$ cat src/l2c_pkg.sv
// ============================================================================
// l2c_pkg: shared definitions for the LBA to CHS converter
// Field widths, register indexes, reset geometry and the head divide step.
// ============================================================================
`default_nettype none

package l2c_pkg;

    // Field widths
    localparam int ADDR_FIELD_W = 24;
    localparam int CYL_W        = 24;
    localparam int SPT_W        = 6;
    localparam int HEADS_W      = 8;
    localparam int PER_CYL_W    = SPT_W + HEADS_W;

    // Stream and config port widths
    localparam int IN_TDATA_W   = 24;
    localparam int OUT_TDATA_W  = 40;
    localparam int CFG_IDX_W    = 8;
    localparam int CFG_DATA_W   = 8;

    // Parameter default
    localparam int ADDRESS_WIDTH_DEF = 24;

    // Quotient bits resolved per pipeline stage
    localparam int STEPS_PER_STAGE = 4;

    // Register indexes
    localparam logic [CFG_IDX_W-1:0] REG_SPT   = 8'd0;
    localparam logic [CFG_IDX_W-1:0] REG_HEADS = 8'd1;

    // Reset geometry
    localparam logic [SPT_W-1:0]     SPT_RESET     = 6'd18;
    localparam logic [HEADS_W-1:0]   HEADS_RESET   = 8'd2;
    localparam logic [PER_CYL_W-1:0] PER_CYL_RESET = 14'd36;

    // Partial state of the head division: remainder and shifting quotient
    typedef struct packed {
        logic [SPT_W-1:0]   rem;
        logic [HEADS_W-1:0] aq;
    } hdiv_t;

    // Restoring division, STEPS_PER_STAGE quotient bits
    function automatic hdiv_t head_steps(input hdiv_t s, input logic [SPT_W-1:0] d);
        hdiv_t          r;
        logic [SPT_W:0] trial;
        r = s;
        for (int i = 0; i < STEPS_PER_STAGE; i++) begin
            trial = {r.rem, r.aq[HEADS_W-1]};
            r.aq  = {r.aq[HEADS_W-2:0], 1'b0};
            if (trial >= {1'b0, d}) begin
                trial   = trial - {1'b0, d};
                r.aq[0] = 1'b1;
            end
            r.rem = trial[SPT_W-1:0];
        end
        return r;
    endfunction

endpackage

`default_nettype wire

$ cat src/lba_to_chs_converter.sv
// Pipeline: one register stage per four quotient bits.
// Throughput: one address per cycle; stages advance independently, so bubbles
//   collapse and a stalled result holds the pipe without loss.
// Reset: aresetn is synchronous, active low; empties the pipe and restores the
//   default geometry (18 sectors per track, 2 heads).
// ============================================================================
// lba_to_chs_converter: linear block address to cylinder/head/sector
// Pipelined restoring divider: address / (spt*heads), then rest / spt.
// ============================================================================
`default_nettype none

module lba_to_chs_converter #(
    parameter int ADDRESS_WIDTH = l2c_pkg::ADDRESS_WIDTH_DEF
) (
    input  wire logic                              aclk,
    input  wire logic                              aresetn,
    // input stream
    input  wire logic                              s_tvalid,
    output logic                                   s_tready,
    input  wire logic [l2c_pkg::IN_TDATA_W-1:0]    s_tdata,   // [23:0] block_address
    // result stream
    output logic                                   m_tvalid,
    input  wire logic                              m_tready,
    output logic [l2c_pkg::OUT_TDATA_W-1:0]        m_tdata,   // [23:0] cylinder_index,
                                                              // [31:24] head_index,
                                                              // [37:32] sector_number
    // configuration writes
    input  wire logic                              cfg_valid,
    output logic                                   cfg_ready,
    input  wire logic [l2c_pkg::CFG_IDX_W-1:0]     cfg_index,
    input  wire logic [l2c_pkg::CFG_DATA_W-1:0]    cfg_data
);

    import l2c_pkg::*;

    // Datapath width: only the low ADDRESS_WIDTH bits of the field count
    localparam int DW  = (ADDRESS_WIDTH < ADDR_FIELD_W) ? ADDRESS_WIDTH : ADDR_FIELD_W;
    // Cylinder divider stages; dividend padded with leading zeros
    localparam int NS1 = (DW + STEPS_PER_STAGE - 1) / STEPS_PER_STAGE;
    localparam int DWP = NS1 * STEPS_PER_STAGE;
    // Head divider stages (quotient is below head count, so HEADS_W bits)
    localparam int NH  = HEADS_W / STEPS_PER_STAGE;
    localparam int NS  = NS1 + NH;

    typedef struct packed {
        logic [PER_CYL_W-1:0] rem;
        logic [DWP-1:0]       aq;
    } cdiv_t;

    // Restoring division, STEPS_PER_STAGE quotient bits of the cylinder
    function automatic cdiv_t cyl_steps(input cdiv_t s, input logic [PER_CYL_W-1:0] d);
        cdiv_t              r;
        logic [PER_CYL_W:0] trial;
        r = s;
        for (int i = 0; i < STEPS_PER_STAGE; i++) begin
            trial = {r.rem, r.aq[DWP-1]};
            r.aq  = {r.aq[DWP-2:0], 1'b0};
            if (trial >= {1'b0, d}) begin
                trial   = trial - {1'b0, d};
                r.aq[0] = 1'b1;
            end
            r.rem = trial[PER_CYL_W-1:0];
        end
        return r;
    endfunction

    // ------------------------------------------------------------------
    // Geometry registers. Zero reads as one, so both are kept in that
    // effective form; the sectors-per-cylinder product is refreshed in the
    // same edge as the write, so it is never stale.
    // ------------------------------------------------------------------
    logic [SPT_W-1:0]     spt_eff_reg,   spt_eff_next;
    logic [HEADS_W-1:0]   heads_eff_reg, heads_eff_next;
    logic [PER_CYL_W-1:0] per_cyl_reg,   per_cyl_next;

    assign cfg_ready = 1'b1;

    always_comb begin
        spt_eff_next   = spt_eff_reg;
        heads_eff_next = heads_eff_reg;
        if (cfg_valid) begin
            case (cfg_index)
                REG_SPT: begin
                    spt_eff_next = (cfg_data[SPT_W-1:0] == '0) ? SPT_W'(1)
                                                                : cfg_data[SPT_W-1:0];
                end
                REG_HEADS: begin
                    heads_eff_next = (cfg_data[HEADS_W-1:0] == '0) ? HEADS_W'(1)
                                                                    : cfg_data[HEADS_W-1:0];
                end
                default: ;  // unknown index: write dropped
            endcase
        end
        per_cyl_next = PER_CYL_W'(spt_eff_next) * PER_CYL_W'(heads_eff_next);
    end

    always_ff @(posedge aclk) begin
        if (!aresetn) begin
            spt_eff_reg   <= SPT_RESET;
            heads_eff_reg <= HEADS_RESET;
            per_cyl_reg   <= PER_CYL_RESET;
        end else begin
            spt_eff_reg   <= spt_eff_next;
            heads_eff_reg <= heads_eff_next;
            per_cyl_reg   <= per_cyl_next;
        end
    end

    // ------------------------------------------------------------------
    // Flow control: a stage loads when it is empty or its successor loads.
    // ------------------------------------------------------------------
    logic [NS-1:0] vld_reg;
    logic [NS-1:0] vld_in;
    logic [NS:0]   rdy;

    assign vld_in = {vld_reg[NS-2:0], s_tvalid};

    always_comb begin
        rdy[NS] = m_tready;
        for (int k = NS - 1; k >= 0; k--) begin
            rdy[k] = !vld_reg[k] || rdy[k+1];
        end
    end

    always_ff @(posedge aclk) begin
        if (!aresetn) begin
            vld_reg <= '0;
        end else begin
            for (int k = 0; k < NS; k++) begin
                if (rdy[k]) begin
                    vld_reg[k] <= vld_in[k];
                end
            end
        end
    end

    assign s_tready = rdy[0];
    assign m_tvalid = vld_reg[NS-1];

    // ------------------------------------------------------------------
    // Cylinder stages: address / sectors-per-cylinder
    // ------------------------------------------------------------------
    cdiv_t cdiv_reg  [NS1];
    cdiv_t cdiv_next [NS1];

    for (genvar k = 0; k < NS1; k++) begin : g_cyl
        if (k == 0) begin : g_first
            cdiv_t init;
            assign init.rem = '0;
            assign init.aq  = DWP'(s_tdata[DW-1:0]);
            assign cdiv_next[k] = cyl_steps(init, per_cyl_reg);
        end else begin : g_rest
            assign cdiv_next[k] = cyl_steps(cdiv_reg[k-1], per_cyl_reg);
        end

        always_ff @(posedge aclk) begin
            if (rdy[k] && vld_in[k]) begin
                cdiv_reg[k] <= cdiv_next[k];
            end
        end
    end

    // ------------------------------------------------------------------
    // Head stages: rest / sectors-per-track. rest >> HEADS_W is already
    // below spt, so it seeds the remainder and only HEADS_W steps remain.
    // ------------------------------------------------------------------
    hdiv_t            hdiv_reg  [NH];
    hdiv_t            hdiv_next [NH];
    logic [DW-1:0]    hcyl_reg  [NH];
    logic [DW-1:0]    hcyl_in   [NH];
    logic [SPT_W-1:0] sector_reg;

    for (genvar h = 0; h < NH; h++) begin : g_head
        if (h == 0) begin : g_first
            hdiv_t init;
            assign init.rem = cdiv_reg[NS1-1].rem[PER_CYL_W-1:HEADS_W];
            assign init.aq  = cdiv_reg[NS1-1].rem[HEADS_W-1:0];
            assign hdiv_next[h] = head_steps(init, spt_eff_reg);
            assign hcyl_in[h]   = cdiv_reg[NS1-1].aq[DW-1:0];
        end else begin : g_rest
            assign hdiv_next[h] = head_steps(hdiv_reg[h-1], spt_eff_reg);
            assign hcyl_in[h]   = hcyl_reg[h-1];
        end

        always_ff @(posedge aclk) begin
            if (rdy[NS1+h] && vld_in[NS1+h]) begin
                hdiv_reg[h] <= hdiv_next[h];
                hcyl_reg[h] <= hcyl_in[h];
            end
        end
    end

    // One-based sector from the final remainder
    always_ff @(posedge aclk) begin
        if (rdy[NS-1] && vld_in[NS-1]) begin
            sector_reg <= hdiv_next[NH-1].rem + SPT_W'(1);
        end
    end

    assign m_tdata = OUT_TDATA_W'({sector_reg, hdiv_reg[NH-1].aq, CYL_W'(hcyl_reg[NH-1])});

    // ------------------------------------------------------------------
    // Assertions
    // ------------------------------------------------------------------
    // An empty or draining output stage lets the whole pipe take a transfer
    a_ready_chain: assert property (@(posedge aclk) disable iff (!aresetn)
        (!m_tvalid || m_tready) |-> s_tready)
        else $error("input stalled while output stage free");

    // Sector stays within the track
    a_sector_range: assert property (@(posedge aclk) disable iff (!aresetn)
        m_tvalid |-> (sector_reg != '0 && sector_reg <= spt_eff_reg))
        else $error("sector number out of range");

    // Head stays below the head count
    a_head_range: assert property (@(posedge aclk) disable iff (!aresetn)
        m_tvalid |-> (hdiv_reg[NH-1].aq < heads_eff_reg))
        else $error("head index out of range");

endmodule

`default_nettype wire
$ cat config.mk
export PLATFORM = sky130hd
export DESIGN_NAME = lba_to_chs_converter
export DESIGN_NICKNAME = d
export VERILOG_FILES = /design/src/l2c_pkg.sv /design/src/lba_to_chs_converter.sv
export SDC_FILE = /design/constraint.sdc
export NUM_CORES = 1
export LEC_CHECK = 0
export BUFFER_PORTS_ARGS = -buffer_cell sky130_fd_sc_hd__buf_2
export CORE_MARGIN = 3
export CORE_UTILIZATION = 33
export CTS_CLUSTER_DIAMETER = 100
export DETAILED_ROUTE_END_ITERATION = 6
export GPL_TIMING_DRIVEN = 0
export PLACE_DENSITY_LB_ADDON = 0.1
export SLEW_MARGIN = 20
export SYNTH_ARGS = -nofsm -noshare
export SYNTH_HDL_FRONTEND = slang
export SYNTH_SLANG_ARGS = --single-unit
$ cat constraint.sdc
create_clock -name aclk -period 11.09 [get_ports aclk]
set_clock_uncertainty 0.2 [all_clocks]
set_input_delay 1.109 -clock aclk [delete_from_list [all_inputs] [get_ports aclk]]
set_output_delay 1.109 -clock aclk [all_outputs]
set_load 0.005 [all_outputs]
Word-level counts from Yosys, hierarchy flattened
Memories as Yosys holds them, arrays and structs flattened. Index checks and enable logic that the tools add are counted.

Multipliers: 1. $add $sub $neg: 33. Eq/ne operators: 1. Multiplexer cells: 86. Reductions and logical operators: 27. Order comparisons: 32.

Operators by type and width (count): 15-bit by 14-bit >= comparator with 1-bit output (23); 14-bit two-way mux (24); 14-bit subtractor (23); 6-bit two-way mux (11); 7-bit by 6-bit >= comparator with 1-bit output (8); 1-bit two-way mux (48); 6-bit subtractor (8); 8-bit two-way mux (3); 8-bit logical NOT (2); 1-bit by 14-bit >= comparator with 1-bit output (1); 6-bit by 8-bit multiplier with 14-bit output (1); 1-bit by 14-bit subtractor with 14-bit output (1); 8-bit by 1-bit == test with 1-bit output, second input constant (1); 1-bit logical AND (8); 1-bit logical NOT (8); 1-bit logical OR (8); 6-bit by 1-bit adder with 6-bit output, second input constant (1); 6-bit logical NOT (1).

Memories kept: 3. Memory bits (writable): 304. Output and inout bits: 43. Bits in registers: 42.

Memories: cdiv_reg (words 6, bits a word 38, rd ports 6, clocked after Yosys merged registers in 0, wr ports 6, line lba_to_chs_converter.sv:143) `cdiv_t cdiv_reg [NS1];`; hcyl_reg (words 2, bits a word 24, rd ports 2, clocked after Yosys merged registers in 0, wr ports 2, line lba_to_chs_converter.sv:169) `logic [DW-1:0] hcyl_reg [NH];`; hdiv_reg (words 2, bits a word 14, rd ports 2, clocked after Yosys merged registers in 0, wr ports 2, line lba_to_chs_converter.sv:167) `hdiv_t hdiv_reg [NH];`.

Longest topological paths before layout
Word-level depth: 12. Mapped depth: 49. Mapped depth without buffers: 43.

Worst setup path after synthesis
Ideal clock, no wire load.

Kind: reg2reg. From: reg per_cyl_reg[1]. To: mem cdiv_reg[2][29] (netlist name), data pin. Cell stages (with the launch flop): 46. Slack: -0.428 ns. Arrival time: 11.058 ns. Buffers on the path: 5. Data required time: 10.630 ns. Period minus slack after synthesis: 11.518 ns. Cells stage by stage: dfxtp_1 > inv_1 > ha_1 > nor2b_1 > o31a_1 > o21ai_0 > a31o_2 > clkbuf_1 > clkbuf_1 > nor2_1 > a21oi_1 > inv_1 > ha_1 > nor2b_1 > o31a_1 > o311ai_0 > a211oi_1 > o21ai_0 > [10 not listed] > o22ai_1 > or3_1 > a21oi_1 > inv_1 > buf_2 > mux2_2 > ha_1 > a21o_1 > a21oi_1 > nor2_1 > or3_1 > o31ai_1 > nand2_1 > nor2_1 > mux2_2 > inv_2 > buf_2 > mux2_2.

RTL lines: start, declared (line lba_to_chs_converter.sv:74) `logic [PER_CYL_W-1:0] per_cyl_reg, per_cyl_next;`; start signal, assigned (line lba_to_chs_converter.sv:105) `per_cyl_reg <= per_cyl_next;`; end, declared (line lba_to_chs_converter.sv:143).

==> summary.md <==
| Metric | Value |
|---|---|
| Outcome | `finished, final reports clean` |
| Antenna diode count | `0` |
| HPWL after DPL | `73.7 mm` |
| Number of vias in the routed layout | `26.1k` |
| Share of post-route cells with drive strength above 1 | `0.169` |
| Port Buffer Count | `84` |
| Hold EP | `cdiv_reg[4][13]$_DFFE_PP_` |
| Placed cell area | `0.0355 mm²` |
| Largest net degree at the start of global routing | `26` |
| Post-detailed-route DRC marker count | `0` |
| Initial antenna violation count | `4` |
| Average cell area after synthesis | `9.53 µm²` |
| Level count of the clock H-tree | `2` |
| Register bit count reported by yosys | `340` |
| Setup Crit Path Kind | `reg -> reg` |
| Clock tree from TritonCTS | `done` |
| Sequential element share of the synthesized area | `0.300` |
| Crit path time final | `10.52 ns` |
| Flop2flop setup slack | `0.57 ns` |
| Worst path arrival time | `10.69 ns` |
| Cell count of the worst hold path | `0` |
| Layout overhead on the synthesized area | `15.8%` |
| Routability cong. | `0.825` |
| Reg2Reg Launch Point | `per_cyl_reg[1]$_SDFF_PN0_` |
| Number of max-cap violations | `0` |
| Final Max Tran Viols | `0` |
| Number of enable-type register cells in the synthesized netlist | `304` |
| Final Net Count | `4142` |
| Launch instance of the worst min-delay path | `cdiv_reg[3][9]$_DFFE_PP_` |
| Number of routed nets with antenna violations | `0` |
| Worst min-delay path category | `reg -> reg` |
| Flip-flop count of the largest register after layout | `228` |
| Per-cell routed wire length | `19.3 µm` |
| Final std cell area, no fill | `0.0380 mm²` |
| Iteration-0 DRC count of the detailed router | `1413` |
| Number of detailed-route iterations in the first pass | `5` |
| Req. time, crit path | `11.26 ns` |
| Least-Margin Pin Slew | `0.797 ns` |
| Total routing resource utilization after global routing | `0.184` |
| Clock sink total | `340` |
| Number of standard-cell rows in the floorplan | `115` |
| Standard cell with the maximum stage delay on the critical path | `dfxtp_4` |
| Filler Cell Count | `10.1k` |
| Vias in the first global route | `25.6k` |
| Die Height | `321 µm` |
| Pre-CTS setup slack | `-3.04 ns` |
| Max transition margin | `0.466` |
| # setup viols final | `0` |
| Ports placed on the boundary | `88` |
| Worst slack on hold paths | `0.203 ns` |
| Total Negative Setup Slacks | `0 ns` |
| Root buffer cell | `clkbuf_16` |
| Number of standard cells after synthesis | `3442` |
| Final Hold Fails | `0` |
| RSZ-0062 raised after global routing | `no` |
| Worst path setup slack after routing | `0.566 ns` |
| Asr flop ratio synth | `0` |
| Post-synth design cell area | `0.0328 mm²` |
| Number of different library cells in the post-synthesis netlist | `104` |
| Insertion delay to the later sink of the worst-skew pair | `0.63 ns` |
| Clock transition at the registers of the reported paths | `0.06 ns` |
| Core region area | `0.0984 mm²` |
| Total Die Area | `0.103 mm²` |
| Post-synth top flop | `edfxtp_1` |
| Wire length of the first global-routing pass | `149 mm` |
| Yosys Warn Count | `0` |
| Fmax | `95.0 MHz` |
| Num CTS Buffers | `46` |
| Max clock buf depth | `3` |
| Die Wd | `321 µm` |
| FF-to-FF path depth | `48` |
| Remaining global-route overflow | `0` |
| Type of destination of the critical path | `flip-flop` |
| Period utilisation layout | `0.949` |
| Highest cell delay on the worst timing path | `0.40 ns` |
| Type of element launching the critical path | `flip-flop` |
| Initial Utilization | `0.333` |
| Critical Path Most Common Cell | `a21o_1` |
| Maximum net fanout on the critical path | `12` |
| Routed WL | `95.7 mm` |
| Worst flop-to-flop path endpoint | `cdiv_reg[1][34]$_DFFE_PP_` |
| Vias per inst | `5.26` |
## cell usage in the layout (no fill, tap or decap), types with 12 or more instances in the layout
cell type and count:
nor3_1 57, mux2i_1 49, a211o_1 17, buf_4 61, o21a_1 61, xnor2_1 186, o21ai_1 12, nor2_1 221
dfxtp_1 33, a21oi_1 269, o31a_1 17, edfxtp_1 304, o211ai_1 21, a21o_1 108, nand2_1 209, buf_12 20
fa_1 56, clkbuf_16 46, or2_2 14, a21oi_2 15, nand3_1 57, or3_1 15, nor2b_1 70, buf_2 94
a21boi_0 19, nand4_1 49, a211oi_1 15, nor4_1 24, o21ai_0 163, mux2_2 188, a31oi_1 27, and2_1 47
and3_1 23, o21bai_1 34, inv_1 231, ha_1 392, xor2_1 71, nand2b_1 44, clkbuf_1 13
## critical path, delay by kind of cell (launching register included)
family	cells	cell delay, ns
AO/OA/AOI/OAI	22	4.29
buffers and inverters	11	1.88
adder cells (fa/ha/maj)	4	1.28
multiplexers	2	0.61
flip-flops	1	0.40
AND/OR/NAND/NOR	9	1.56
## final cells by class
cell class | instances | area, µm² | share of cell area
inverters | 254 | 1000 | 0.0263
plain buffers | 57 | 414 | 0.0109
multi-input cells | 2789 | 22200 | 0.583
well taps | 1287 | 1610 | 0.0424
clock buffers | 54 | 1180 | 0.0311
clock inverters | 30 | 358 | 0.00942
repair buffers | 158 | 1410 | 0.0371
flip-flops and latches | 340 | 9860 | 0.259
## cell usage after synthesis, drive strengths merged (27+ instances only)
cell / n / area (µm²)
o21a: 61 / 458
xnor2: 186 / 1630
o21bai: 34 / 255
mux2i: 55 / 576
clkbuf: 27 / 103
a21oi: 286 / 1440
nor2: 224 / 843
buf: 33 / 228
mux2: 201 / 2290
nor2b: 76 / 475
dfxtp: 36 / 721
nor3: 62 / 327
o21ai: 190 / 955
nand4: 49 / 307
and2: 49 / 309
fa: 56 / 1120
ha: 395 / 4940
nor4: 27 / 169
xor2: 71 / 622
a31oi: 31 / 194
nand3: 57 / 285
edfxtp: 304 / 9130
nand2b: 44 / 275
a21o: 108 / 811
nand2: 211 / 792
inv: 252 / 946
## per-stage QoR
stage,cells,util
after floorplan,3443,-
final,4969,0.386
after global routing,4969,0.386
after detailed placement,4840,0.361
after global placement,4814,0.354
after CTS,4935,0.380
## how the worst max path moves through the flow
stage	cells past startpoint	slack [ns]	from	endpoint
after detailed placement	44	-3.04	per_cyl_reg[1]$_SDFF_PN0_	cdiv_reg[3][34]$_DFFE_PP_
after CTS	49	0.005	per_cyl_reg[1]$_SDFF_PN0_	cdiv_reg[4][34]$_DFFE_PP_
after floorplan	45	0.03	per_cyl_reg[1]$_SDFF_PN0_	cdiv_reg[2][29]$_DFFE_PP_
after global placement	44	-4.40	per_cyl_reg[1]$_SDFF_PN0_	cdiv_reg[3][34]$_DFFE_PP_
after global routing	49	0.002	per_cyl_reg[1]$_SDFF_PN0_	cdiv_reg[1][33]$_DFFE_PP_
final	48	0.57	per_cyl_reg[1]$_SDFF_PN0_	cdiv_reg[1][34]$_DFFE_PP_
## layer usage
metal / track usage / vias up / share of wire
met5: 0 / - / 0
met4: 0.0469 / 0 / 0.024
met3: 0.0242 / 111 / 0.034
met2: 0.309 / 379 / 0.46
met1: 0.251 / 12500 / 0.48
li1: - / 13200 / -
## kinds of logic after synthesis
group,count (synthesis),synth area share
compound gates,935,0.185
xor+xnor,257,0.0686
fa+ha+maj,451,0.185
buf+inv,314,0.0392
flops,340,0.300
mux,256,0.0873
other cells,2,0.000229
simple gates,887,0.134
## what timing repair did
action | in CTS | in global routing
pin swaps | 4 | 17
buffers inserted | 12 | 36
resized for setup | 78 | 110
hold buffers | 0 | 0
setup endpoints to repair | 91 | 97
Power is left out: the tool's default activity adds up to more than one toggle a clock period on the data nets, which glitch-free logic cannot reach.
